**config.mk**
```make
export PLATFORM = sky130hd
export DESIGN_NAME = complex_vector_peak_normalize_top
export DESIGN_NICKNAME = d
export VERILOG_FILES = /design/src/sv/cvpn_pkg.sv /design/src/sv/cvpn_mag.sv /design/src/sv/cvpn_recip.sv /design/src/sv/cvpn_scale.sv /design/src/sv/complex_vector_peak_normalize_top.sv
export VERILOG_INCLUDE_DIRS = /design/src /design/src/sv
export SDC_FILE = /design/constraint.sdc
export NUM_CORES = 2
export LEC_CHECK = 0
export BUFFER_PORTS_ARGS = -buffer_cell sky130_fd_sc_hd__buf_4
export CAP_MARGIN = 20
export CORE_ASPECT_RATIO = 0.75
export CORE_MARGIN = 1.5
export CORE_UTILIZATION = 58
export DETAILED_ROUTE_END_ITERATION = 12
export GPL_ROUTABILITY_DRIVEN = 0
export GPL_TIMING_DRIVEN = 0
export PLACE_DENSITY = 0.78
export SYNTH_ARGS = -nofsm -noshare
export SYNTH_HDL_FRONTEND = slang
export SYNTH_SLANG_ARGS = --single-unit
```
**constraint.sdc**
```tcl
create_clock -name clk -period 7.7 [get_ports clk]
set_input_delay 0.77 -clock clk [delete_from_list [all_inputs] [get_ports clk]]
set_output_delay 0.77 -clock clk [all_outputs]
set_load 0.02 [all_outputs]
```
**src/sv/complex_vector_peak_normalize_top_assert.svh**
```systemverilog
// ----------------------------------------------------------------------------
// Assertion macros for the complex vector peak normalizer
// Shared same-cycle and next-cycle implication property forms.
// ----------------------------------------------------------------------------
`ifndef COMPLEX_VECTOR_PEAK_NORMALIZE_TOP_ASSERT_SVH
`define COMPLEX_VECTOR_PEAK_NORMALIZE_TOP_ASSERT_SVH

// The consequent must hold in the same cycle as the antecedent.
`define CVPN_ASSERT_NOW(label, clock, resetn, ante, cons, msg) \
    label: assert property (@(posedge clock) disable iff (!resetn) (ante) |-> (cons)) \
        else $error(msg);

// The consequent must hold in the cycle after the antecedent.
`define CVPN_ASSERT_NEXT(label, clock, resetn, ante, cons, msg) \
    label: assert property (@(posedge clock) disable iff (!resetn) (ante) |=> (cons)) \
        else $error(msg);

`endif

```
**src/sv/cvpn_pkg.sv**
```systemverilog
`timescale 1ns / 1ps
// ----------------------------------------------------------------------------
// cvpn_pkg
// Widths, step counts and sequencer states of the peak normalizer.
// ----------------------------------------------------------------------------
package cvpn_pkg;

    // Buffer depth and derived index widths.
    localparam int MAX_LENGTH = 64;
    localparam int ADDR_W     = (MAX_LENGTH > 1) ? $clog2(MAX_LENGTH) : 1;
    localparam int CNT_W      = $clog2(MAX_LENGTH + 1);

    // Field widths.
    localparam int SAMPLE_W = 16;
    localparam int MAG_W    = 16;
    localparam int SCALE_W  = 32;
    localparam int SQ_W     = 32;
    localparam int PROD_W   = 47;

    // Magnitude unit steps: two squaring steps, then sixteen root steps.
    localparam int MAG_STEP_W = 5;
    localparam logic [MAG_STEP_W-1:0] STEP_SQ_RE    = 5'd0;
    localparam logic [MAG_STEP_W-1:0] STEP_SQ_IM    = 5'd1;
    localparam logic [MAG_STEP_W-1:0] STEP_ROOT_END = 5'd17;
    localparam logic [SQ_W-2:0]       ROOT_BIT_INIT = 31'h4000_0000;

    // Reciprocal unit: one quotient bit per step.
    localparam int DIV_STEP_W = $clog2(SCALE_W);
    localparam logic [DIV_STEP_W-1:0] DIV_STEP_END  = DIV_STEP_W'(SCALE_W - 1);
    localparam logic [SCALE_W-1:0]    RECIP_NUM     = 32'h8000_0000;

    // Saturation limits.
    localparam logic [PROD_W-17:0] SAT_POS_MAG = 31'd32767;
    localparam logic [PROD_W-17:0] SAT_NEG_MAG = 31'd32768;

    // Top level sequencer.
    typedef enum logic [2:0] {
        ST_IDLE,
        ST_MAG,
        ST_DIV,
        ST_RD,
        ST_MUL_RE,
        ST_MUL_IM,
        ST_SAT,
        ST_OUT
    } state_t;

    // Control group from the sequencer to the datapath.
    typedef struct packed {
        logic in_ready;
        logic mag_start;
        logic div_start;
        logic rd_en;
        logic sel_im;
        logic load_re;
        logic load_im;
    } ctrl_t;

endpackage

```
**src/sv/cvpn_mag.sv**
```systemverilog
`timescale 1ns / 1ps
// ----------------------------------------------------------------------------
// cvpn_mag
// Iterative magnitude unit: squares re and im on one shared multiplier,
// then takes the truncated square root one result bit per step.
// ----------------------------------------------------------------------------
module cvpn_mag
    import cvpn_pkg::*;
(
    input  logic                       clk,
    input  logic                       rst_n,
    input  logic                       start,
    input  logic signed [SAMPLE_W-1:0] re,
    input  logic signed [SAMPLE_W-1:0] im,
    output logic                       done,
    output logic [MAG_W-1:0]           mag
);

    logic                       busy_reg;
    logic                       busy_next;
    logic                       done_reg;
    logic                       done_next;
    logic [MAG_STEP_W-1:0]      step_reg;
    logic [MAG_STEP_W-1:0]      step_next;
    logic signed [SAMPLE_W-1:0] re_reg;
    logic signed [SAMPLE_W-1:0] im_reg;
    logic [SQ_W-1:0]            x_reg;
    logic [SQ_W-1:0]            x_next;
    logic [SQ_W-1:0]            root_reg;
    logic [SQ_W-1:0]            root_next;
    logic [SQ_W-2:0]            one_reg;
    logic [SQ_W-2:0]            one_next;
    logic signed [SAMPLE_W-1:0] mul_op;
    logic signed [SQ_W-1:0]     square;
    logic [SQ_W-1:0]            trial;

    // Shared squarer: re in the first step, im in the second.
    assign mul_op = (step_reg == STEP_SQ_RE) ? re_reg : im_reg;
    assign square = mul_op * mul_op;
    assign trial  = root_reg + SQ_W'(one_reg);

    // Next values of the step sequence.
    always_comb
    begin
        busy_next = busy_reg;
        done_next = 1'b0;
        step_next = step_reg;
        x_next    = x_reg;
        root_next = root_reg;
        one_next  = one_reg;
        if (start)
        begin
            busy_next = 1'b1;
            step_next = STEP_SQ_RE;
            x_next    = '0;
            root_next = '0;
            one_next  = ROOT_BIT_INIT;
        end
        else if (busy_reg)
        begin
            step_next = step_reg + MAG_STEP_W'(1);
            if (step_reg == STEP_SQ_RE || step_reg == STEP_SQ_IM)
            begin
                x_next = x_reg + SQ_W'(unsigned'(square));
            end
            else
            begin
                if (x_reg >= trial)
                begin
                    x_next    = x_reg - trial;
                    root_next = (root_reg >> 1) + SQ_W'(one_reg);
                end
                else
                begin
                    root_next = root_reg >> 1;
                end
                one_next = one_reg >> 2;
            end
            if (step_reg == STEP_ROOT_END)
            begin
                busy_next = 1'b0;
                done_next = 1'b1;
            end
        end
    end

    // Control registers.
    always_ff @(posedge clk or negedge rst_n)
    begin
        if (!rst_n)
        begin
            busy_reg <= 1'b0;
            done_reg <= 1'b0;
            step_reg <= '0;
        end
        else
        begin
            busy_reg <= busy_next;
            done_reg <= done_next;
            step_reg <= step_next;
        end
    end

    // Operand and working registers.
    always_ff @(posedge clk)
    begin
        if (start)
        begin
            re_reg <= re;
            im_reg <= im;
        end
        x_reg    <= x_next;
        root_reg <= root_next;
        one_reg  <= one_next;
    end

    assign done = done_reg;
    assign mag  = root_reg[MAG_W-1:0];

endmodule

```
**src/sv/cvpn_recip.sv**
```systemverilog
`timescale 1ns / 1ps
// ----------------------------------------------------------------------------
// cvpn_recip
// Restoring divider that forms 2^31 / peak one quotient bit per cycle.
// A zero peak yields a zero scale.
// ----------------------------------------------------------------------------
module cvpn_recip
    import cvpn_pkg::*;
(
    input  logic               clk,
    input  logic               rst_n,
    input  logic               start,
    input  logic [MAG_W-1:0]   divisor,
    output logic               done,
    output logic [SCALE_W-1:0] quotient
);

    logic                  busy_reg;
    logic                  busy_next;
    logic                  done_reg;
    logic                  done_next;
    logic [DIV_STEP_W-1:0] step_reg;
    logic [DIV_STEP_W-1:0] step_next;
    logic [MAG_W-1:0]      d_reg;
    logic                  zero_reg;
    logic [MAG_W-1:0]      rem_reg;
    logic [MAG_W-1:0]      rem_next;
    logic [SCALE_W-1:0]    dvd_reg;
    logic [SCALE_W-1:0]    dvd_next;
    logic [SCALE_W-1:0]    q_reg;
    logic [SCALE_W-1:0]    q_next;
    logic [MAG_W:0]        trial;
    logic                  q_bit;

    // One shift and subtract per cycle.
    assign trial = {rem_reg, dvd_reg[SCALE_W-1]};
    assign q_bit = (trial >= {1'b0, d_reg});

    always_comb
    begin
        busy_next = busy_reg;
        done_next = 1'b0;
        step_next = step_reg;
        rem_next  = rem_reg;
        dvd_next  = dvd_reg;
        q_next    = q_reg;
        if (start)
        begin
            busy_next = 1'b1;
            step_next = '0;
            rem_next  = '0;
            dvd_next  = RECIP_NUM;
            q_next    = '0;
        end
        else if (busy_reg)
        begin
            step_next = step_reg + DIV_STEP_W'(1);
            rem_next  = q_bit ? MAG_W'(trial - {1'b0, d_reg}) : trial[MAG_W-1:0];
            dvd_next  = dvd_reg << 1;
            q_next    = {q_reg[SCALE_W-2:0], q_bit};
            if (step_reg == DIV_STEP_END)
            begin
                busy_next = 1'b0;
                done_next = 1'b1;
            end
        end
    end

    // Control registers.
    always_ff @(posedge clk or negedge rst_n)
    begin
        if (!rst_n)
        begin
            busy_reg <= 1'b0;
            done_reg <= 1'b0;
            step_reg <= '0;
        end
        else
        begin
            busy_reg <= busy_next;
            done_reg <= done_next;
            step_reg <= step_next;
        end
    end

    // Working registers.
    always_ff @(posedge clk)
    begin
        if (start)
        begin
            d_reg    <= divisor;
            zero_reg <= (divisor == '0);
        end
        rem_reg <= rem_next;
        dvd_reg <= dvd_next;
        q_reg   <= q_next;
    end

    assign done     = done_reg;
    assign quotient = zero_reg ? '0 : q_reg;

endmodule

```
**src/sv/cvpn_scale.sv**
```systemverilog
`timescale 1ns / 1ps
// ----------------------------------------------------------------------------
// cvpn_scale
// Shared scaling multiplier: registers |x| * scale, truncates by 16 bits
// toward zero, saturates to Q1.15 in the following cycle; y = x at scale 0.
// ----------------------------------------------------------------------------
module cvpn_scale
    import cvpn_pkg::*;
(
    input  logic                       clk,
    input  logic signed [SAMPLE_W-1:0] x,
    input  logic [SCALE_W-1:0]         scale,
    output logic signed [SAMPLE_W-1:0] y
);

    logic [SAMPLE_W:0]          abs_x;
    logic [SAMPLE_W+SCALE_W:0]  prod_full;
    logic [PROD_W-1:0]          prod_reg;
    logic                       neg_reg;
    logic                       pass_reg;
    logic signed [SAMPLE_W-1:0] x_reg;
    logic [PROD_W-17:0]         mag;

    // Magnitude times scale, one multiplier.
    assign abs_x     = x[SAMPLE_W-1] ? (SAMPLE_W+1)'(-$signed({x[SAMPLE_W-1], x}))
                                     : {1'b0, x};
    assign prod_full = (SAMPLE_W+SCALE_W+1)'(abs_x) * (SAMPLE_W+SCALE_W+1)'(scale);

    always_ff @(posedge clk)
    begin
        prod_reg <= prod_full[PROD_W-1:0];
        neg_reg  <= x[SAMPLE_W-1];
        pass_reg <= (scale == '0);
        x_reg    <= x;
    end

    // Truncate, restore the sign and saturate.
    assign mag = prod_reg[PROD_W-1:16];

    always_comb
    begin
        if (pass_reg)
        begin
            y = x_reg;
        end
        else if (neg_reg)
        begin
            y = (mag >= SAT_NEG_MAG) ? $signed(16'h8000)
                                     : -$signed(mag[SAMPLE_W-1:0]);
        end
        else
        begin
            y = (mag >= SAT_POS_MAG) ? $signed(16'h7FFF) : $signed(mag[SAMPLE_W-1:0]);
        end
    end

endmodule

```
**src/sv/complex_vector_peak_normalize_top.sv**
```systemverilog
`timescale 1ns / 1ps
// Each input item is accepted, then passes through the magnitude unit, then updates the peak.
// The final item then also passes the peak through the bit-serial reciprocal unit.
// Each result item then passes through the buffer read and the shared multiplier,
// then waits while the consumer stalls; no new item is accepted until the last result leaves.
// Reset (rst_n, asynchronous, active low) empties the buffer count and clears the peak.
// ----------------------------------------------------------------------------
// complex_vector_peak_normalize_top
// Buffers a complex vector, tracks its peak magnitude and emits every item
// scaled by the reciprocal of that peak.
// ----------------------------------------------------------------------------
`include "complex_vector_peak_normalize_top_assert.svh"

module complex_vector_peak_normalize_top
    import cvpn_pkg::*;
(
    input  logic        clk,
    input  logic        rst_n,
    input  logic        s_axis_tvalid,
    output logic        s_axis_tready,
    input  logic [31:0] s_axis_tdata,  // sample_re[15:0], sample_im[31:16]
    input  logic        s_axis_tlast,  // last_sample
    output logic        m_axis_tvalid,
    input  logic        m_axis_tready,
    output logic [63:0] m_axis_tdata,  // norm_re[15:0], norm_im[31:16], scale_factor[63:32]
    output logic        m_axis_tlast   // last_result
);

    state_t                     state_reg;
    state_t                     state_next;
    ctrl_t                      ctrl;
    logic [CNT_W-1:0]           fill_reg;
    logic [CNT_W-1:0]           fill_next;
    logic [MAG_W-1:0]           peak_reg;
    logic [MAG_W-1:0]           peak_next;
    logic                       end_reg;
    logic                       end_next;
    logic [ADDR_W-1:0]          idx_reg;
    logic [ADDR_W-1:0]          idx_next;
    logic [SCALE_W-1:0]         scale_reg;
    logic signed [SAMPLE_W-1:0] norm_re_reg;
    logic signed [SAMPLE_W-1:0] norm_im_reg;
    logic                       last_out_reg;
    logic signed [SAMPLE_W-1:0] rd_re_reg;
    logic signed [SAMPLE_W-1:0] rd_im_reg;
    logic signed [SAMPLE_W-1:0] mem_re [MAX_LENGTH];
    logic signed [SAMPLE_W-1:0] mem_im [MAX_LENGTH];
    logic                       in_fire;
    logic                       out_fire;
    logic                       mag_done;
    logic [MAG_W-1:0]           mag;
    logic [MAG_W-1:0]           peak_upd;
    logic                       div_done;
    logic [SCALE_W-1:0]         quotient;
    logic signed [SAMPLE_W-1:0] mul_x;
    logic signed [SAMPLE_W-1:0] scaled;
    logic                       at_last;

    assign in_fire  = s_axis_tvalid && s_axis_tready;
    assign out_fire = m_axis_tvalid && m_axis_tready;
    assign peak_upd = (mag > peak_reg) ? mag : peak_reg;
    assign at_last  = (CNT_W'(idx_reg) + CNT_W'(1) == fill_reg);

    // Next state of the sequencer.
    always_comb
    begin
        state_next = state_reg;
        case (state_reg)
            ST_IDLE:
            begin
                if (in_fire)
                begin
                    state_next = ST_MAG;
                end
            end
            ST_MAG:
            begin
                if (mag_done)
                begin
                    state_next = end_reg ? ST_DIV : ST_IDLE;
                end
            end
            ST_DIV:
            begin
                if (div_done)
                begin
                    state_next = ST_RD;
                end
            end
            ST_RD:     state_next = ST_MUL_RE;
            ST_MUL_RE: state_next = ST_MUL_IM;
            ST_MUL_IM: state_next = ST_SAT;
            ST_SAT:    state_next = ST_OUT;
            ST_OUT:
            begin
                if (out_fire)
                begin
                    state_next = last_out_reg ? ST_IDLE : ST_RD;
                end
            end
            default:   state_next = ST_IDLE;
        endcase
    end

    // Sequencer outputs.
    always_comb
    begin
        ctrl           = '0;
        ctrl.in_ready  = (state_reg == ST_IDLE);
        ctrl.mag_start = (state_reg == ST_IDLE) && s_axis_tvalid;
        ctrl.div_start = (state_reg == ST_MAG) && mag_done && end_reg;
        ctrl.rd_en     = (state_reg == ST_RD);
        ctrl.sel_im    = (state_reg == ST_MUL_IM);
        ctrl.load_re   = (state_reg == ST_MUL_IM);
        ctrl.load_im   = (state_reg == ST_SAT);
    end

    assign s_axis_tready = ctrl.in_ready;

    // Vector bookkeeping.
    always_comb
    begin
        fill_next = fill_reg;
        peak_next = peak_reg;
        end_next  = end_reg;
        idx_next  = idx_reg;
        if (in_fire)
        begin
            fill_next = fill_reg + CNT_W'(1);
            end_next  = s_axis_tlast || (fill_reg + CNT_W'(1) == CNT_W'(MAX_LENGTH));
        end
        if (state_reg == ST_MAG && mag_done)
        begin
            peak_next = peak_upd;
        end
        if (state_reg == ST_DIV && div_done)
        begin
            idx_next = '0;
        end
        if (out_fire)
        begin
            if (last_out_reg)
            begin
                fill_next = '0;
                peak_next = '0;
                end_next  = 1'b0;
            end
            else
            begin
                idx_next = idx_reg + ADDR_W'(1);
            end
        end
    end

    // Control registers.
    always_ff @(posedge clk or negedge rst_n)
    begin
        if (!rst_n)
        begin
            state_reg <= ST_IDLE;
            fill_reg  <= '0;
            peak_reg  <= '0;
            end_reg   <= 1'b0;
            idx_reg   <= '0;
        end
        else
        begin
            state_reg <= state_next;
            fill_reg  <= fill_next;
            peak_reg  <= peak_next;
            end_reg   <= end_next;
            idx_reg   <= idx_next;
        end
    end

    // Sample buffer: written on accept, read with a registered port.
    always_ff @(posedge clk)
    begin
        if (in_fire)
        begin
            mem_re[fill_reg[ADDR_W-1:0]] <= s_axis_tdata[15:0];
            mem_im[fill_reg[ADDR_W-1:0]] <= s_axis_tdata[31:16];
        end
        if (ctrl.rd_en)
        begin
            rd_re_reg <= mem_re[idx_reg];
            rd_im_reg <= mem_im[idx_reg];
        end
    end

    // Result registers.
    always_ff @(posedge clk)
    begin
        if (div_done)
        begin
            scale_reg <= quotient;
        end
        if (ctrl.load_re)
        begin
            norm_re_reg <= scaled;
        end
        if (ctrl.load_im)
        begin
            norm_im_reg  <= scaled;
            last_out_reg <= at_last;
        end
    end

    // Magnitude of each accepted item.
    cvpn_mag u_mag (
        .clk   (clk),
        .rst_n (rst_n),
        .start (ctrl.mag_start),
        .re    (s_axis_tdata[15:0]),
        .im    (s_axis_tdata[31:16]),
        .done  (mag_done),
        .mag   (mag)
    );

    // Reciprocal of the peak.
    cvpn_recip u_recip (
        .clk      (clk),
        .rst_n    (rst_n),
        .start    (ctrl.div_start),
        .divisor  (peak_upd),
        .done     (div_done),
        .quotient (quotient)
    );

    // Shared scaling multiplier.
    assign mul_x = ctrl.sel_im ? rd_im_reg : rd_re_reg;

    cvpn_scale u_scale (
        .clk   (clk),
        .x     (mul_x),
        .scale (scale_reg),
        .y     (scaled)
    );

    assign m_axis_tvalid = (state_reg == ST_OUT);
    assign m_axis_tdata  = {scale_reg, norm_im_reg, norm_re_reg};
    assign m_axis_tlast  = last_out_reg;

    // Checks on the vector bookkeeping.
    `CVPN_ASSERT_NOW(a_fill_bound, clk, rst_n, 1'b1, fill_reg <= CNT_W'(MAX_LENGTH), "fill count beyond buffer depth")
    `CVPN_ASSERT_NOW(a_out_has_data, clk, rst_n, m_axis_tvalid, fill_reg != '0, "result item with an empty buffer")
    `CVPN_ASSERT_NEXT(a_vec_clear, clk, rst_n, out_fire && m_axis_tlast, (fill_reg == '0) && (peak_reg == '0) && (state_reg == ST_IDLE), "vector state not cleared after last result")
    `CVPN_ASSERT_NOW(a_mag_done_state, clk, rst_n, mag_done, state_reg == ST_MAG, "magnitude finished outside its wait state")

endmodule
```
# --- Yosys cells after proc, flatten, opt, wreduce, memory -nomap -nowiden ---
# Memories as Yosys holds them, arrays and structs flattened. A register that Yosys moved wholly into a read port is not among the register bits.
# Cells that the tools add are included.
totals:
  latchBits: 0
  ramBits: 2048
  word_cells: 133
  reg_bits: 355
  inputBits: 37
  memories: 2
  mem_bits_ro: 0
classes:
  reduce_logical: 17
  mux: 49
  bitwise_logic: 1
  order_cmp: 5
  div_mod_pow: 0
  add_sub_neg: 12
  eq_ne: 16
  n_mul: 2
  shift: 0
mem_list:
  columns: ["memory", "depth", "word_bits", "read_ports", "rd_ports_with_merged_regs", "wr", "line_no", "text"]
  rows:
  - ["mem_im", 64, 16, 1, 1, 1, "complex_vector_peak_normalize_top.sv:47", "logic signed [SAMPLE_W-1:0] mem_im [MAX_LENGTH];"]
  - ["mem_re", 64, 16, 1, 1, 1, "complex_vector_peak_normalize_top.sv:46", "logic signed [SAMPLE_W-1:0] mem_re [MAX_LENGTH];"]
op_table:
  columns: ["cell", "n"]
  rows:
  - ["$mux 16", 11]
  - ["$mux 32", 3]
  - ["$mul 17x32->47", 1]
  - ["$add 31x31->32", 1]
  - ["$add 32x31->32", 1]
  - ["$add 32x32->32", 1]
  - ["$ge 32x32->1", 1]
  - ["$logic_not 32->1", 1]
  - ["$mul 16x16->32", 1]
  - ["$sub 32x32->32", 1]
  - ["$ge 31x15->1 const B", 1]
  - ["$ge 31x16->1 const B", 1]
  - ["$pmux 3 s8", 1]
  - ["$mux 7", 3]
  - ["$mux 5", 4]
  - ["$mux 6", 3]
  - ["$ge 17x16->1", 1]
  - ["$mux 1", 17]
  - ["$mux 17", 1]
  - ["$neg 16->17", 1]
  - ["$gt 16x16->1", 1]
  - ["$logic_not 16->1", 1]
  - ["$neg 16->16", 1]
  - ["$sub 16x16->16", 1]
  - ["other kinds (22)", 43]

# --- Longest topological paths before layout ---
logic_depth:
  ltp_word: 6
  depth_mapped: 33

# --- Hierarchy ---
# From an unflattened synthesis, not the netlist that was laid out.
unflattened:
  cells_unflattened: 8359
  hier_area_um2: 124309.2
modules_own_cells:
  columns: ["mod", "seq_area_each_um2", "instances", "area_each_um2", "cells_per_inst"]
  rows:
  - ["complex_vector_peak_normalize_top", 65237.6, 1, 83327.4, 3679]
  - ["cvpn_scale", 960.9, 1, 18601.6, 2163]
  - ["cvpn_mag", 2737.6, 1, 18525.3, 2111]
  - ["cvpn_recip", 1666.6, 1, 3854.9, 406]

# --- Worst setup path before layout ---
# Ideal clock, no wire load.
synth_path:
  kind: "reg2reg"
  from: "reg state_reg[2]"
  to: "reg u_scale.prod_reg[45]"
  arrival_ps: 7384
  n_path_buf: 2
  t_required_ps: 7573
  path_slack_ps: 190
  stages_incl_launch_ff: 29
  path_cell_list: "dfrtp_1 nand3b_1 buf_4 mux2i_1 nand4_2 or3_1 nand2_1 xnor2_1 clkbuf_1 nand2_1 fa_1 inv_1 fa_1 fa_1 fa_1 fa_1 inv_1 fa_1 inv_1 ha_1 a21o_1 a21o_1 a221o_1 a2111o_1 o21ai_1 a21oi_1 o21ai_1 o21ai_0 xor2_1"
synth_via:
  elab_chain_cells: 5
synth_rtl:
  columns: ["element", "line_no", "text"]
  rows:
  - ["start: declaration", "complex_vector_peak_normalize_top.sv:29", "state_t state_reg;"]
  - ["start signal: assignment", "complex_vector_peak_normalize_top.sv:168", "state_reg <= state_next;"]
  - ["$eq 3x3->1 *", "complex_vector_peak_normalize_top.sv:113", "ctrl.sel_im = (state_reg == ST_MUL_IM);"]
  - ["$mux 16 *", "complex_vector_peak_normalize_top.sv:231", "assign mul_x = ctrl.sel_im ? rd_im_reg : rd_re_reg;"]
  - ["$neg 16->17", "cvpn_scale.sv:25", "assign abs_x = x[SAMPLE_W-1] ? (SAMPLE_W+1)'(-$signed({x[SAMPLE_W-1], x}))"]
  - ["$mux 17 *", "cvpn_scale.sv:25", null]
  - ["$mul 17x32->47 *", "cvpn_scale.sv:27", "assign prod_full = (SAMPLE_W+SCALE_W+1)'(abs_x) * (SAMPLE_W+SCALE_W+1)'(scale);"]
  - ["net u_scale.prod_full[45]", "cvpn_scale.sv:17", "logic [SAMPLE_W+SCALE_W:0] prod_full;"]
  - ["end signal: assignment", "cvpn_scale.sv:31", "prod_reg <= prod_full[PROD_W-1:0];"]
  - ["end: declaration", "cvpn_scale.sv:18", "logic [PROD_W-1:0] prod_reg;"]
# The timed path passes the listed nets; every way through them passes the cells marked *.
# A chain may end at the register's enable or synchronous reset.

# --- Worst setup path after layout ---
layout_path:
  from: "reg state_reg[0]"
  to: "reg u_scale.prod_reg[44]"
# The elaborated chain is that of the path after synthesis.

==> impl_metrics.ini <==
[run_status]
status = finished with violations
violations = setup timing

[routing]
drc = 0
viasPerCell = 6.775
wire_per_inst_um = 33.53
ant_nets = 0
dr.first_iter.drc_count = 13410
vias = 76810
wirelength_um = 380100
drt_first_pass_iters = 7

[sta]
rsz0062_at_grt = yes
drv_slew = 0
hold_slack_ps = 388.7
slew_headroom = 0.1443
setup_ws_ps = -1014
setup_violations = 29
hold_viol = 0
post-route-period-util = 1.132
fmax_mhz = 114.8
period_minus_slack_ps = 8714
worstMarginPinSlew_ps = 1278
skew_ps = 102.9
tns_ps = -17410

[final_layout]
stdcell_count = 11340
nFillCells = 13370
multi_input_area_um2 = 48800
finish.utilization = 0.6643
seq_area_um2 = 70600
layout_common_cells = edfxtp_1, inv_1, fa_1
layout-drive-gt1-share = 0.1988
final_common_cell = edfxtp_1
syn2layout_area_growth_pct = 13.36
nets = 9428

[clocking]
numCtsBuffers = 223
cts_tree = built
cts.clk_slew.worst_paths_ps = 70
htreeDepth = 4
root_buffer = clkbuf_16
cts_buffer_depth = 4
clk_latency_ps = 930
cts_num_sinks = 2418

[die]
core-area_um2 = 209000
initial_core_util = 0.5860
die-area_um2 = 214000
die_h_um = 401.0
fp.dieW_um = 533.6
ioPinCount = 104
core.rowCount = 145

[yosys]
synth_cells = 7797
synth-edff-count = 2194
yosys_warnings = 0
syn_area_per_cell_um2 = 15.71
synth-seq-cells = 2418
yosysUniqueCellTypes = 88
yosysSeqAreaShare = 0.5765
syn_area_um2 = 122500
async_flop_share = 0.01944
dominantRegCellSynth = edfxtp_1

[critical_path]
slowest_stage = fa_2
critPathCaptureType = register
path_class = reg2reg
slowest_delay_ps = 610
critPathArrivalTime_ps = 9480
cp_max_fo = 6
cp-start-kind = register
crit_required_ps = 8460
path_common_cell = fa_1

[grt]
grt_pass1_wl_um = 540200
antenna_found_initial = 46
grt_max_degree = 66
grt.total_usage = 0.3551
overflow = 0
grt_pass1_vias = 77340

[place]
dp_hpwl_um = 241300
placedCellCount = 10800
portBuffers = 103

[hold_path]
min_path_type = in2reg

[flow_run]
drv_cap = 0
[layout make-up]
type | instances | share of cell area
plain buffers | 354 | 0.01284
multi-input cells | 4164 | 0.3515
clock inverters | 140 | 0.01000
flip-flops and latches | 2418 | 0.5086
inverters | 889 | 0.02430
diodes | 17 | 0.0003064
clock buffers | 258 | 0.04129
well taps | 2793 | 0.02517
repair buffers | 305 | 0.02603
[critical path: cells and delay by family (launching register included)]
kind                       cells  cell delay, ps
muxes                          1             400
xor gates and xnor gates       2             460
AOI/OAI and AO/OA              6            1820
adders and majority gates      7            3370
buffers and inverters          5             750
and+or+nand+nor                6            1360
DFF                            1             390
[per-layer routing]
layer | part of all wire | GRT usage | vias to the layer above
met1 | 0.34 | 0.4726 | 38660
met4 | 0.063 | 0.1734 | 26
met5 | 0.00077 | 0 | -
met2 | 0.44 | 0.5195 | 7052
met3 | 0.16 | 0.1313 | 1530
li1 | - | - | 29550
[Yosys cell counts, types with 59 or more instances]
cell,number,area share
o21ai_0,157,0.0064
clkbuf_1,224,0.0069
fa_1,715,0.12
mux4_2,672,0.12
a21oi_1,198,0.0081
mux2i_1,105,0.0086
nand2_1,615,0.019
xor2_1,61,0.0044
nor3_1,59,0.0024
nor2_1,357,0.011
buf_2,78,0.0032
edfxtp_1,2194,0.54
and2_1,186,0.0095
dfxtp_1,177,0.029
xnor2_1,121,0.0087
inv_1,883,0.027
ha_1,321,0.033
[cells by family (layout without fill, tap and decap cells)]
family                   Yosys count  count (layout)  share of synthesized area
flip-flops                      2418            2418                     0.5765
AND/OR/NAND/NOR                 1478            1478                    0.05505
buffers and inverters           1243            1946                    0.03938
adder cells (fa/ha/maj)         1036            1036                     0.1497
multiplexers                     794             794                     0.1339
AO/OA/AOI/OAI                    642             642                    0.03223
XOR/XNOR                         184             184                    0.01328
other                              2              47                 0.00006132
[stage by stage]
step                      instance area (um2)  worst slack (ps)
after floorplan                        122600             189.6
after global placement                 126800             -2341
after detailed placement               129000             -2515
after CTS                              137900            -622.1
after global routing                   138800             -1144
final                                  138800             -1014
[repair_timing]
item,4_1_cts,5_1_grt
hold buffers,1,0
setup buffers,75,35
pin swaps,79,83
setup endpoints to repair,52,47
gates cloned,1,0
endpoints found under the hold margin,47,0
resized for setup,264,115
[worst paths after layout]
check,from,cells after the start,slack [ps],end
max,state_reg[0],27,-1010,u_scale.prod_reg[44]
min,s_axis_tvalid,4,390,state_reg[0]
max reg2reg,state_reg[0],27,-1010,u_scale.prod_reg[44]
min reg2reg,u_recip.rem_reg[15],2,470,u_recip.rem_reg[15]
max in group asynchronous,rst_n,2,6710,u_recip.done
min in group asynchronous,rst_n,2,480,fill_reg[5]
Power is left out: the tool's default activity adds up to more than one toggle a clock period on the data nets, which glitch-free logic cannot reach.
